[src/rtl/svs_pkg.sv]
// svs_pkg: shared types, operation codes and constants of the shuttle velocity servo.
// No dependencies; imported by every module of the block.
`default_nettype none

package svs_pkg;

  localparam int unsigned CRUISE_W = 20;
  localparam int unsigned FORCE_W  = 26;
  localparam int unsigned MASS_W   = 26;
  localparam int unsigned CFG_IX_W = 3;
  localparam int unsigned DT_W     = 12;
  localparam int unsigned RAD_W    = 64;   // radicand of the root unit
  localparam int unsigned ROOT_W   = 32;
  localparam int unsigned DVD_W    = 58;   // dividend of the divider
  localparam int unsigned DVS_W    = 32;

  // configuration register indexes
  localparam logic [CFG_IX_W-1:0] REG_CRUISE_SPEED = 3'd0;
  localparam logic [CFG_IX_W-1:0] REG_DRIVE_FORCE  = 3'd1;
  localparam logic [CFG_IX_W-1:0] REG_BODY_MASS    = 3'd2;
  localparam logic [CFG_IX_W-1:0] REG_START_PX     = 3'd3;
  localparam logic [CFG_IX_W-1:0] REG_START_PY     = 3'd4;
  localparam logic [CFG_IX_W-1:0] REG_END_PX       = 3'd5;
  localparam logic [CFG_IX_W-1:0] REG_END_PY       = 3'd6;
  localparam logic [CFG_IX_W-1:0] REG_HOLD_HEIGHT  = 3'd7;

  localparam logic [31:0]       SWITCH_DIST = 32'd13107;  // 0.2 m
  localparam logic [31:0]       STOP_DIST   = 32'd3277;   // 0.05 m
  localparam logic [DT_W-1:0]   DT_MAX      = 12'd3277;   // 0.05 s
  localparam logic [MASS_W-1:0] MASS_FLOOR  = 26'd6554;   // 0.1 kg
  localparam logic signed [15:0] Z_LIMIT    = 16'sd16384; // 0.25 m/s

  typedef logic [4:0] op_t;

  localparam op_t OP_NONE     = 5'd0;
  localparam op_t OP_LOAD     = 5'd1;
  localparam op_t OP_OFFS     = 5'd2;
  localparam op_t OP_SQX      = 5'd3;
  localparam op_t OP_SQY      = 5'd4;
  localparam op_t OP_SUM      = 5'd5;
  localparam op_t OP_SQRT     = 5'd6;
  localparam op_t OP_DIST     = 5'd7;
  localparam op_t OP_TOGGLE   = 5'd8;
  localparam op_t OP_MUL_DVX  = 5'd9;
  localparam op_t OP_MUL_DVY  = 5'd10;
  localparam op_t OP_DIV_DS   = 5'd11;
  localparam op_t OP_DVX_SET  = 5'd12;
  localparam op_t OP_DVY_SET  = 5'd13;
  localparam op_t OP_MUL_STEP = 5'd14;
  localparam op_t OP_DIV_MASS = 5'd15;
  localparam op_t OP_STEP_SET = 5'd16;
  localparam op_t OP_CX2      = 5'd17;
  localparam op_t OP_CY2      = 5'd18;
  localparam op_t OP_N_SET    = 5'd19;
  localparam op_t OP_MUL_SCX  = 5'd20;
  localparam op_t OP_MUL_SCY  = 5'd21;
  localparam op_t OP_DIV_N    = 5'd22;
  localparam op_t OP_SCX_SET  = 5'd23;
  localparam op_t OP_SCY_SET  = 5'd24;
  localparam op_t OP_OUT      = 5'd25;

  typedef struct packed {
    op_t op;
  } cmd_t;

  typedef struct packed {
    logic sqrt_done;
    logic div_done;
    logic lt_switch;
    logic lt_stop;
    logic scale_need;
    logic out_free;
  } sts_t;

endpackage

`default_nettype wire

[src/rtl/svs_ctrl.sv]
// svs_ctrl: sequencer that steps the datapath through one tick.
// Depends on svs_pkg.
`default_nettype none

module svs_ctrl (
  input  wire logic          clk,
  input  wire logic          rst_n,
  input  wire logic          in_valid,
  output logic               in_stall,
  output svs_pkg::cmd_t      cmd,
  input  wire svs_pkg::sts_t sts
);
  import svs_pkg::*;

  localparam logic [5:0] ST_IDLE   = 6'd0;
  localparam logic [5:0] ST_OFFS   = 6'd1;
  localparam logic [5:0] ST_SQX    = 6'd2;
  localparam logic [5:0] ST_SQY    = 6'd3;
  localparam logic [5:0] ST_SUM    = 6'd4;
  localparam logic [5:0] ST_SQRT   = 6'd5;
  localparam logic [5:0] ST_SQRT_W = 6'd6;
  localparam logic [5:0] ST_DIST   = 6'd7;
  localparam logic [5:0] ST_CHECK  = 6'd8;
  localparam logic [5:0] ST_DVX_M  = 6'd9;
  localparam logic [5:0] ST_DVX_D  = 6'd10;
  localparam logic [5:0] ST_DVX_W  = 6'd11;
  localparam logic [5:0] ST_DVX_S  = 6'd12;
  localparam logic [5:0] ST_DVY_M  = 6'd13;
  localparam logic [5:0] ST_DVY_D  = 6'd14;
  localparam logic [5:0] ST_DVY_W  = 6'd15;
  localparam logic [5:0] ST_DVY_S  = 6'd16;
  localparam logic [5:0] ST_STP_M  = 6'd17;
  localparam logic [5:0] ST_STP_D  = 6'd18;
  localparam logic [5:0] ST_STP_W  = 6'd19;
  localparam logic [5:0] ST_STP_S  = 6'd20;
  localparam logic [5:0] ST_CX2    = 6'd21;
  localparam logic [5:0] ST_CY2    = 6'd22;
  localparam logic [5:0] ST_SUM2   = 6'd23;
  localparam logic [5:0] ST_NRT    = 6'd24;
  localparam logic [5:0] ST_NRT_W  = 6'd25;
  localparam logic [5:0] ST_N_S    = 6'd26;
  localparam logic [5:0] ST_SC_CHK = 6'd27;
  localparam logic [5:0] ST_SCX_M  = 6'd28;
  localparam logic [5:0] ST_SCX_D  = 6'd29;
  localparam logic [5:0] ST_SCX_W  = 6'd30;
  localparam logic [5:0] ST_SCX_S  = 6'd31;
  localparam logic [5:0] ST_SCY_M  = 6'd32;
  localparam logic [5:0] ST_SCY_D  = 6'd33;
  localparam logic [5:0] ST_SCY_W  = 6'd34;
  localparam logic [5:0] ST_SCY_S  = 6'd35;
  localparam logic [5:0] ST_OUT    = 6'd36;

  logic [5:0] state_r, state_nxt;
  logic       switched_r, switched_nxt;

  always_comb begin
    state_nxt    = state_r;
    switched_nxt = switched_r;
    cmd.op       = OP_NONE;
    case (state_r)
      ST_IDLE: begin
        if (in_valid) begin
          cmd.op       = OP_LOAD;
          switched_nxt = 1'b0;
          state_nxt    = ST_OFFS;
        end
      end
      ST_OFFS:   begin cmd.op = OP_OFFS; state_nxt = ST_SQX; end
      ST_SQX:    begin cmd.op = OP_SQX;  state_nxt = ST_SQY; end
      ST_SQY:    begin cmd.op = OP_SQY;  state_nxt = ST_SUM; end
      ST_SUM:    begin cmd.op = OP_SUM;  state_nxt = ST_SQRT; end
      ST_SQRT:   begin cmd.op = OP_SQRT; state_nxt = ST_SQRT_W; end
      ST_SQRT_W: if (sts.sqrt_done) state_nxt = ST_DIST;
      ST_DIST:   begin cmd.op = OP_DIST; state_nxt = ST_CHECK; end
      ST_CHECK: begin
        if (sts.lt_switch && !switched_r) begin
          cmd.op       = OP_TOGGLE;
          switched_nxt = 1'b1;
          state_nxt    = ST_OFFS;
        end else if (sts.lt_stop) begin
          state_nxt = ST_OUT;
        end else begin
          state_nxt = ST_DVX_M;
        end
      end
      ST_DVX_M:  begin cmd.op = OP_MUL_DVX;  state_nxt = ST_DVX_D; end
      ST_DVX_D:  begin cmd.op = OP_DIV_DS;   state_nxt = ST_DVX_W; end
      ST_DVX_W:  if (sts.div_done) state_nxt = ST_DVX_S;
      ST_DVX_S:  begin cmd.op = OP_DVX_SET;  state_nxt = ST_DVY_M; end
      ST_DVY_M:  begin cmd.op = OP_MUL_DVY;  state_nxt = ST_DVY_D; end
      ST_DVY_D:  begin cmd.op = OP_DIV_DS;   state_nxt = ST_DVY_W; end
      ST_DVY_W:  if (sts.div_done) state_nxt = ST_DVY_S;
      ST_DVY_S:  begin cmd.op = OP_DVY_SET;  state_nxt = ST_STP_M; end
      ST_STP_M:  begin cmd.op = OP_MUL_STEP; state_nxt = ST_STP_D; end
      ST_STP_D:  begin cmd.op = OP_DIV_MASS; state_nxt = ST_STP_W; end
      ST_STP_W:  if (sts.div_done) state_nxt = ST_STP_S;
      ST_STP_S:  begin cmd.op = OP_STEP_SET; state_nxt = ST_CX2; end
      ST_CX2:    begin cmd.op = OP_CX2;      state_nxt = ST_CY2; end
      ST_CY2:    begin cmd.op = OP_CY2;      state_nxt = ST_SUM2; end
      ST_SUM2:   begin cmd.op = OP_SUM;      state_nxt = ST_NRT; end
      ST_NRT:    begin cmd.op = OP_SQRT;     state_nxt = ST_NRT_W; end
      ST_NRT_W:  if (sts.sqrt_done) state_nxt = ST_N_S;
      ST_N_S:    begin cmd.op = OP_N_SET;    state_nxt = ST_SC_CHK; end
      ST_SC_CHK: state_nxt = sts.scale_need ? ST_SCX_M : ST_OUT;
      ST_SCX_M:  begin cmd.op = OP_MUL_SCX;  state_nxt = ST_SCX_D; end
      ST_SCX_D:  begin cmd.op = OP_DIV_N;    state_nxt = ST_SCX_W; end
      ST_SCX_W:  if (sts.div_done) state_nxt = ST_SCX_S;
      ST_SCX_S:  begin cmd.op = OP_SCX_SET;  state_nxt = ST_SCY_M; end
      ST_SCY_M:  begin cmd.op = OP_MUL_SCY;  state_nxt = ST_SCY_D; end
      ST_SCY_D:  begin cmd.op = OP_DIV_N;    state_nxt = ST_SCY_W; end
      ST_SCY_W:  if (sts.div_done) state_nxt = ST_SCY_S;
      ST_SCY_S:  begin cmd.op = OP_SCY_SET;  state_nxt = ST_OUT; end
      ST_OUT: begin
        if (sts.out_free) begin
          cmd.op    = OP_OUT;
          state_nxt = ST_IDLE;
        end
      end
      default: state_nxt = ST_IDLE;
    endcase
  end

  always_ff @(posedge clk) begin
    if (!rst_n) begin
      state_r    <= ST_IDLE;
      switched_r <= 1'b0;
    end else begin
      state_r    <= state_nxt;
      switched_r <= switched_nxt;
    end
  end

  assign in_stall = state_r != ST_IDLE;

  a_out_free: assert property (@(posedge clk) disable iff (!rst_n)
    cmd.op == OP_OUT |-> sts.out_free) else $error("result loaded over a waiting one");

  a_one_switch: assert property (@(posedge clk) disable iff (!rst_n)
    cmd.op == OP_TOGGLE |-> !switched_r) else $error("second target switch in one tick");

  a_load_idle: assert property (@(posedge clk) disable iff (!rst_n)
    cmd.op == OP_LOAD |=> state_r == ST_OFFS) else $error("item load did not start a tick");

endmodule

`default_nettype wire

[config.mk]
export PLATFORM = sky130hd
export DESIGN_NAME = svs_ctrl
export DESIGN_NICKNAME = d
export VERILOG_FILES = /design/src/rtl/svs_pkg.sv /design/src/rtl/svs_ctrl.sv
export SDC_FILE = /design/constraint.sdc
export NUM_CORES = 1
export LEC_CHECK = 0
export ABC_AREA = 1
export BUFFER_PORTS_ARGS = -buffer_cell sky130_fd_sc_hd__buf_2
export CORE_ASPECT_RATIO = 0.9
export CORE_MARGIN = 1.5
export CORE_UTILIZATION = 39
export CTS_BUF_LIST = sky130_fd_sc_hd__clkbuf_2 sky130_fd_sc_hd__clkbuf_4 sky130_fd_sc_hd__clkbuf_8
export CTS_CLUSTER_DIAMETER = 30
export DETAILED_ROUTE_END_ITERATION = 8
export PLACE_DENSITY = 0.6
export SETUP_SLACK_MARGIN = 0.02
export SLEW_MARGIN = 10
export SYNTH_ARGS = -nofsm -noshare
export SYNTH_HDL_FRONTEND = slang
export SYNTH_SLANG_ARGS = --single-unit
[constraint.sdc]
create_clock -name clk -period 1.5 [get_ports clk]
set_clock_uncertainty 0.2 [all_clocks]
set_input_delay 0.075 -clock clk [delete_from_list [all_inputs] [get_ports clk]]
set_output_delay 0.075 -clock clk [all_outputs]
set_load 0.01 [all_outputs]
== Yosys cells after proc, flatten, opt, wreduce, memory -nomap -nowiden ==
Index checks and enable logic that the tools add are counted.
Operators by class
  reduce and logical (&&, ||, !) cells: 11
  mux-type cells: 20
  equality and inequality tests: 46
Operator list (count)
  one-hot mux 6 bit (37 select lines): 1
  one-hot mux 5 bit (25 select lines): 1
  equality test 6 x 5 -> 1 bit, second input constant: 16
  2-to-1 mux 6 bit: 12
  equality test 6 x 4 -> 1 bit, second input constant: 8
  equality test 6 bit, second input constant: 5
  equality test 6 x 3 -> 1 bit, second input constant: 4
  != test 2 bit, second input constant: 10
  equality test 6 x 2 -> 1 bit, second input constant: 2
  AND reduction 9 bit: 1
  OR reduction 2 bit: 4
  equality test 6 x 1 -> 1 bit, second input constant: 1
  logical NOT 6 bit: 1
  nonzero test 6 bit: 1
  2-to-1 mux 5 bit: 1
  2-to-1 mux 4 bit: 1
  2-to-1 mux 1 bit: 3
  AND reduction 3 bit: 1
  one-hot mux 1 bit (2 select lines): 1
  nonzero test 2 bit: 1
  logical AND 1 bit: 1
  logical NOT 1 bit: 1
Storage, ports and cells
  bits of input ports: 9
  register bits: 7

== Longest topological paths before layout ==
Gate-level depths: netlist of the first run.
  depth in word-level cells: 4
  gate-level depth with buffers: 11
  mapped depth without buffers: 11

== Worst setup path before layout of the first run ==
Ideal clock, no wire load.
  kind: reg-to-reg
  start point: reg state_r[3]
  end point: reg state_r[1]
  data arrival time: 1.295 ns
  library setup time: 0.070 ns
  slack: -0.064 ns
  data required time: 1.230 ns
  path buffers: 1
  cell stages (with the launch flop): 11
  cell sequence: dfxtp_1 buf_4 nand2_1 inv_2 nand2_2 nand2_1 nand2_1 nand3b_4 a21oi_2 nand2_1 a21oi_1
Between the ends
  cells in the longest elaborated chain, start to end: 3
  elaborated cells on any way between the ends: 48
  those cells by class: eq/ne: 45; mux: 1; reduce/logical: 2
RTL lines
  start, declared: RTL line svs_ctrl.sv:53  | logic [5:0] state_r, state_nxt;
  start signal, assigned: RTL line svs_ctrl.sv:128  | state_r <= state_nxt;
  equality test 6 x 3 -> 1 bit, or another cell as far along: RTL line svs_ctrl.sv:60  | case (state_r)
  != test 2 bit (no line)
  AND reduction 9 bit (no line)
Several ways; a longest one is shown, not always the timed one.
A chain may end at the register's enable or synchronous reset.

== Final worst setup path of the first run ==
  start point: reg state_r[4]
  end point: reg state_r[3]
The elaborated chain is that of the path after synthesis.

==> impl_metrics.py, run 1 <==
metrics = {
    "die": {
        "die_x_um": 57.1,
        "die_h_um": 51.7,
        "initial_utilization_pct": 41.7,
        "die-area_um2": 2950,
        "rows": 17,
        "core_um2": 2470,
        "io_pins": 15,
    },
    "outcome": {
        "status": "complete, but fails checks",
        "violations": "negative setup slack",
    },
    "route": {
        "wl_per_cell_um": 21.8,
        "totalWireLength_um": 6690,
        "drcViolationCount": 0,
        "ant_nets": 0,
        "drt_iter0_markers": 217,
        "routedLengthMet1_um": 2490,
        "wl_met3_um": 782,
        "dr.pass1.iters": 7,
        "vias": 1969,
        "highest_layer": "met4",
        "met2WireLength_um": 2950,
        "vias_per_cell": 6.41,
    },
    "synthesis": {
        "synth_area_per_cell_um2": 5.41,
        "synth.most_common_cell": "nand2_1",
        "syn_area_um2": 1030,
        "ys_seq_area_share_pct": 13.6,
        "synthArstFlopShare_pct": 0,
        "yosys.cell_types.count": 27,
        "synth_edf_count": 0,
        "yosys_warnings": 0,
        "synth_top_area_share_pct": 21.5,
        "syn_inst": 190,
        "synth_area_leader_cell": "nand2_1",
        "ys.flop_type": "dfxtp_1",
        "ys_ff_latch": 7,
        "synth.area.top_cells": "nand2_1 22%, dfxtp_1 14%, nand3_1 8.3%",
        "yosys-top-cells-count": "59 x nand2_1, 22 x nor2_1, 18 x inv_1",
        "synth_nets": 199,
    },
    "final_layout": {
        "fin_area_um2": 2280,
        "antennaDiodeCount": 0,
        "area_delta_synth_final_pct": 121,
        "final_core_util_pct": 92.3,
        "instances_no_fill": 307,
        "nFillCells": 89,
        "multi_input_area_um2": 1200,
        "drive_above_1_share_pct": 67.7,
        "seqCellArea_um2": 160,
        "nets": 289,
    },
    "timing": {
        "grt_setup_unrepaired": "yes",
        "hold_viol_final": 0,
        "setup_viol": 13,
        "timing.hold.ws_ns": 0.0888,
        "worst-slew-pin-transition_ns": 0.321,
        "post-route-period-util_pct": 135,
        "fmax_mhz": 494,
        "finalSetupTns_ns": -5.41,
        "slew_viol_final": 0,
        "slew_headroom_pct": 78.6,
        "worst_slack_ns": -0.523,
        "min_period_ns": 2.02,
    },
    "global_routing": {
        "grt_overflow": 0,
        "grt_usage_pct": 31.5,
        "grt_start_max_net_pins": 12,
        "antenna_found_initial": 0,
        "grt_pass1_vias": 1493,
        "grt_pass1_wl_um": 7110,
    },
    "clocking": {
        "cts_max_path_buffers": 2,
        "cts.htree.levels": 1,
        "cts_buffers": 3,
        "cts.sinks": 7,
        "clkLatencyLatePin_ns": 0.28,
        "cts_tree": "done",
        "clk_pin_slew_ns": 0.07,
        "cts_root_buffer": "clkbuf_4",
    },
    "critical_path": {
        "critPathLaunchType": "flip-flop",
        "crit_fanout": 5,
        "r2r_end": "state_r[3]",
        "cp.required_ns": 1.48,
        "rrSetupSlack_ns": -0.52,
        "arrival_ns": 2.00,
        "crit_type": "flip-flop to flip-flop",
        "worstReg2RegStart": "state_r[4]",
        "cp-endpoint": "state_r[3]",
        "ff2ff_path_depth": 11,
        "crit_start": "state_r[4]",
        "crit_path_end_kind": "flip-flop",
    },
    "worst_hold_path": {
        "hold_path_class": "input port to flip-flop",
        "hold_path.startpoint": "sts[5]",
    },
    "place": {
        "dp_slack_ns": -0.273,
        "placed_cell_area_um2": 1480,
        "routabilityCongestion": 1.01,
        "placed_cells": 271,
        "place.port_buffers": 14,
        "hpwl_um": 3210,
    },
    "job": {
        "drv_cap": 0,
    },
    "power": {
        "total_power_mw": 1.62,
        "p_per_area_nw_per_um2": 712,
        "vdd_ir_drop_max_mv": 0.855,
        "leakagePower_nw": 1.15,
    },
}
## worst max-delay path, stage by stage, from the launching register on
cell and delay [ns]:
dfxtp_4 0.39, inv_4 0.07, nor2_4 0.05, buf_12 0.13, nand2_8 0.09, buf_6 0.11, nand2_2 0.06, nand2_2 0.10
nand3b_4 0.11, a21oi_4 0.26, nand2_1 0.14, a21oi_1 0.22
## repair_timing
action	CTS	global route
setup endpoints to repair	13	13
hold buffers	3	0
hold endpoints to repair	7	0
pin swaps	17	39
gates resized for setup	56	76
setup buffers	15	16
## how the worst min path moves through the flow
stage	end	slack [ns]	depth (start not counted)
floorplan	switched_r	0.02	2
global placement	switched_r	0.13	3
detailed placement	switched_r	0.13	3
CTS	state_r[1]	0.09	7
global route	state_r[5]	0.1	7
finish	state_r[5]	0.09	7
## layer usage
layer,track usage (%),vias up
li1,-,808
met1,39.8,909
met2,49.0,189
met3,10.2,63
met4,14.0,0
met5,0,-
## sequential cells by signal, indices dropped and copies added, names as in the netlist
signal,flops
state_r,6
switched_r,1
## layout by cell type, fill, tap and decap left out, types with 4 or more instances in the layout
cell     synthesis  routed
nand3_1         17       7
nand2_1         59      34
nand2_4          0      11
buf_2            0      13
a21oi_1         13       6
inv_2            9       7
nand3_2          2       8
inv_1           18      14
inv_4            0       6
dfxtp_4          0       5
nand4_1          4       4
nor2_2           4       7
nand3_4          0       4
nand2_2          6      18
nor2_4           4      11
buf_4            2      49
a21oi_2          1       5
nor2_1          22      12
buf_6            0      19
## power by group
part | internal (mW) | total [mW] | switching (mW)
Sequential | 0.207 | 0.249 | 0.0425
Combinational | 0.507 | 1.18 | 0.672
Clock | 0.0986 | 0.194 | 0.0956
Total | 0.813 | 1.62 | 0.810
## cell families (layout without fill, tap and decap cells)
family / count (synthesis) / count (layout) / share of synthesized area [%]
simple gates: 124 / 124 / 57.5
compound gates: 30 / 30 / 17.5
buf+inv: 29 / 118 / 11.3
flops: 7 / 7 / 13.6
## layout make-up
| class | instances | area share (%) |
|---|---|---|
| repair buffers | 87 | 32.4 |
| well taps | 28 | 1.54 |
| inverters | 27 | 5.11 |
| multi-input cells | 154 | 52.7 |
| clock buffers | 3 | 0.989 |
| clock inverters | 1 | 0.220 |
| flip-flops and latches | 7 | 7.03 |
Power figures use the tool's default switching activity.
==> run 2, diff against run 1 <==
--- a/config.mk
+++ b/config.mk
@@ -5,7 +5,7 @@
 export SDC_FILE = /design/constraint.sdc
 export NUM_CORES = 1
 export LEC_CHECK = 0
-export ABC_AREA = 1
+export ABC_AREA = 0
 export BUFFER_PORTS_ARGS = -buffer_cell sky130_fd_sc_hd__buf_2
 export CORE_ASPECT_RATIO = 0.9
 export CORE_MARGIN = 1.5
@@ -13,7 +13,7 @@
 export CTS_BUF_LIST = sky130_fd_sc_hd__clkbuf_2 sky130_fd_sc_hd__clkbuf_4 sky130_fd_sc_hd__clkbuf_8
 export CTS_CLUSTER_DIAMETER = 30
 export DETAILED_ROUTE_END_ITERATION = 8
-export PLACE_DENSITY = 0.6
+export PLACE_DENSITY = 0.61
 export SETUP_SLACK_MARGIN = 0.02
 export SLEW_MARGIN = 10
 export SYNTH_ARGS = -nofsm -noshare
==> run 2 against run 1 <==
  * The run still ends with negative setup slack left
  * Largest power group unchanged
  * Hold slack worse by 0.046 ns
  * Flip-flop and latch count is the same
  * Non-clock buffer count shrank 18
==> impl_metrics.py, run 2 <==
metrics = {
    "synthesis": {
        "synth.area.top_cells": "dfxtp_1 15%, a21oi_1 6.8%, nor3_1 6.3%",
        "ys.flop_type": "dfxtp_1",
        "synth.most_common_cell": "a21oi_1",
        "yosys_warnings": 0,
        "synth_top_area_share_pct": 14.6,
        "synth_area_leader_cell": "dfxtp_1",
        "yosys.cell_types.count": 47,
        "syn_area_um2": 961,
        "synth_edf_count": 0,
        "ys_ff_latch": 7,
        "ys_seq_area_share_pct": 14.6,
        "yosys-top-cells-count": "13 x a21oi_1, 12 x nor3_1, 9 x nand2_1, 9 x o21ai_0",
        "synth_nets": 148,
        "synth_area_per_cell_um2": 6.91,
        "syn_inst": 139,
        "synthArstFlopShare_pct": 0,
    },
    "clocking": {
        "cts_tree": "done",
        "clkLatencyLatePin_ns": 0.25,
        "cts.htree.levels": 1,
        "cts.sinks": 7,
        "cts_root_buffer": "clkbuf_4",
        "cts_max_path_buffers": 2,
        "clk_pin_slew_ns": 0.06,
        "cts_buffers": 3,
    },
    "final_layout": {
        "drive_above_1_share_pct": 55.8,
        "final_cell_mix": "39 x buf_4, 13 x buf_2, 13 x buf_6",
        "nets": 209,
        "reg_top3": "state_r x6, switched_r x1",
        "largest_register_ffs": 6,
        "antennaDiodeCount": 0,
        "nFillCells": 150,
        "regMostFlops": "state_r",
        "fin_area_um2": 1700,
        "final_common_cell": "buf_4",
        "area_delta_synth_final_pct": 76.7,
    },
    "die": {
        "core_um2": 2260,
        "initial_utilization_pct": 42.5,
        "die_x_um": 55.3,
        "rows": 16,
        "die-area_um2": 2770,
        "io_pins": 15,
        "die_h_um": 50.1,
    },
    "power": {
        "vdd_ir_drop_max_mv": 1.30,
        "leakagePower_nw": 0.704,
        "power.internal_mw": 1.45,
        "p_seq_share_pct": 12.3,
        "clockPowerShare_pct": 7.2,
        "p_per_area_nw_per_um2": 1560,
        "comb_power_share_pct": 80.4,
        "swShare_pct": 45.4,
        "p_sw_mw": 1.21,
    },
    "timing": {
        "slew_viol_final": 0,
        "finalSetupTns_ns": -6.25,
        "min_period_ns": 2.06,
        "slew_headroom_pct": 70.2,
        "post-route-period-util_pct": 137,
        "setup_viol": 13,
        "grt_setup_unrepaired": "yes",
        "fmax_mhz": 486,
        "worst_slack_ns": -0.557,
        "hold_viol_final": 0,
        "worst-slew-pin-transition_ns": 0.446,
    },
    "critical_path": {
        "crit_fanout": 7,
        "arrival_ns": 1.78,
        "cp_cell_sequence": "buf_6 > buf_4 > a2bb2oi_2 > nor3b_1 > or4_4 > buf_6",
        "cp_slowest_stage_delay_ns": 0.54,
        "crit_path_top_delay_cell": "or4_4",
        "path_common_cell": "buf_6",
        "critPathLaunchType": "flip-flop",
        "crit_path_end_kind": "output pin",
        "cp.required_ns": 1.22,
        "crit_type": "flip-flop to output pin",
    },
    "worst_hold_path": {
        "hold_path_class": "input port to flip-flop",
    },
    "place": {
        "place.port_buffers": 14,
        "hpwl_um": 2650,
        "placed_cell_area_um2": 1360,
        "routabilityCongestion": 0.881,
    },
    "route": {
        "drt_iter0_markers": 62,
        "wl_per_cell_um": 18.1,
        "vias_per_cell": 6.27,
        "drcViolationCount": 0,
        "ant_nets": 0,
        "dr.pass1.iters": 4,
        "totalWireLength_um": 4090,
        "vias": 1416,
    },
    "outcome": {
        "status": "complete, but fails checks",
        "violations": "negative setup slack",
    },
    "global_routing": {
        "grt_usage_pct": 29.9,
        "antenna_found_initial": 0,
        "grt_start_max_net_pins": 16,
        "grt_overflow": 0,
        "grt_pass1_vias": 1428,
        "grt_pass1_wl_um": 6610,
    },
    "job": {
        "drv_cap": 0,
    },
}
[run 2: cell types whose count changed after synthesis, sizes merged, moves of 5 or more]
cell,previous run,this run
a32o,0,5
nor3,3,12
buf,2,10
nand2,65,9
inv,27,6
nand3,19,8
nand2b,0,8
nor2,30,6
[run 2: per-stage QoR]
step           utilization, %  setup WS (ns)  hold WS, ns  instances  total power [mW]
5_1_grt                  75.1         -0.602       0.0467        226              2.80
4_1_cts                  73.8         -0.547       0.0211        226              2.52
6_report                 75.1         -0.557       0.0430        226              2.66
3_5_place_dp             60.3         -0.529        0.204        207              1.99
3_3_place_gp             60.3         -0.432        0.201        207              1.97
2_1_floorplan               -         -0.310      -0.0307        139              1.38
[run 2: kinds of logic after synthesis]
group / count (synthesis) / synth area share [%]
simple gates: 60 / 37.0
compound gates: 48 / 34.4
buf+inv: 20 / 10.0
flops: 7 / 14.6
xor+xnor: 2 / 1.82
mux: 2 / 2.21
[run 2: what timing repair did]
item / in CTS / in global routing
resized for setup: 43 / 8
hold endpoints to repair: 7 / 0
setup buffers: 12 / 0
hold buffers: 4 / 0
pin swaps: 18 / 5
setup endpoints to repair: 13 / 13
[run 2: worst paths after layout]
path               from          to  slack (ns)  cells after the start
min              sts[1]  state_r[5]        0.04                      3
max          state_r[3]      cmd[0]       -0.56                      6
min reg2reg  switched_r  switched_r        0.34                      2
max reg2reg  state_r[4]  state_r[1]       -0.54                      5
[run 2: layout make-up]
type,instances,area [um^2],area share (%)
well taps,27,33.8,1.99
inverters,7,30.0,1.77
clock buffers,4,30.0,1.77
multi-input cells,112,900,53.0
flip-flops and latches,7,160,9.43
repair buffers,69,544,32.1
[run 2: critical path, delay by kind of cell, from the launching register on]
family                 cells  cell delay (ns)
AND/OR/NAND/NOR            2             0.63
buffers and inverters      3             0.42
flip-flops                 1             0.38
AO/OA/AOI/OAI              1             0.11
[run 2: power groups by stage]
stage | logic [mW] | registers [mW] | clock network, mW
2_1_floorplan | 1.12 | 0.258 | 0
3_3_place_gp | 1.68 | 0.295 | 0
3_5_place_dp | 1.69 | 0.295 | 0
4_1_cts | 2.01 | 0.310 | 0.196
5_1_grt | 2.26 | 0.336 | 0.202
6_report | 2.14 | 0.328 | 0.192
[run 2: metal layers]
| layer | vias up | global-route usage, % | wire (um) |
|---|---|---|---|
| met3 | 25 | 7.35 | 329 |
| met2 | 84 | 49.8 | 1880 |
| met5 | - | 0 | 0 |
| li1 | 651 | - | - |
| met1 | 656 | 35.2 | 1670 |
| met4 | 0 | 16.3 | 207 |
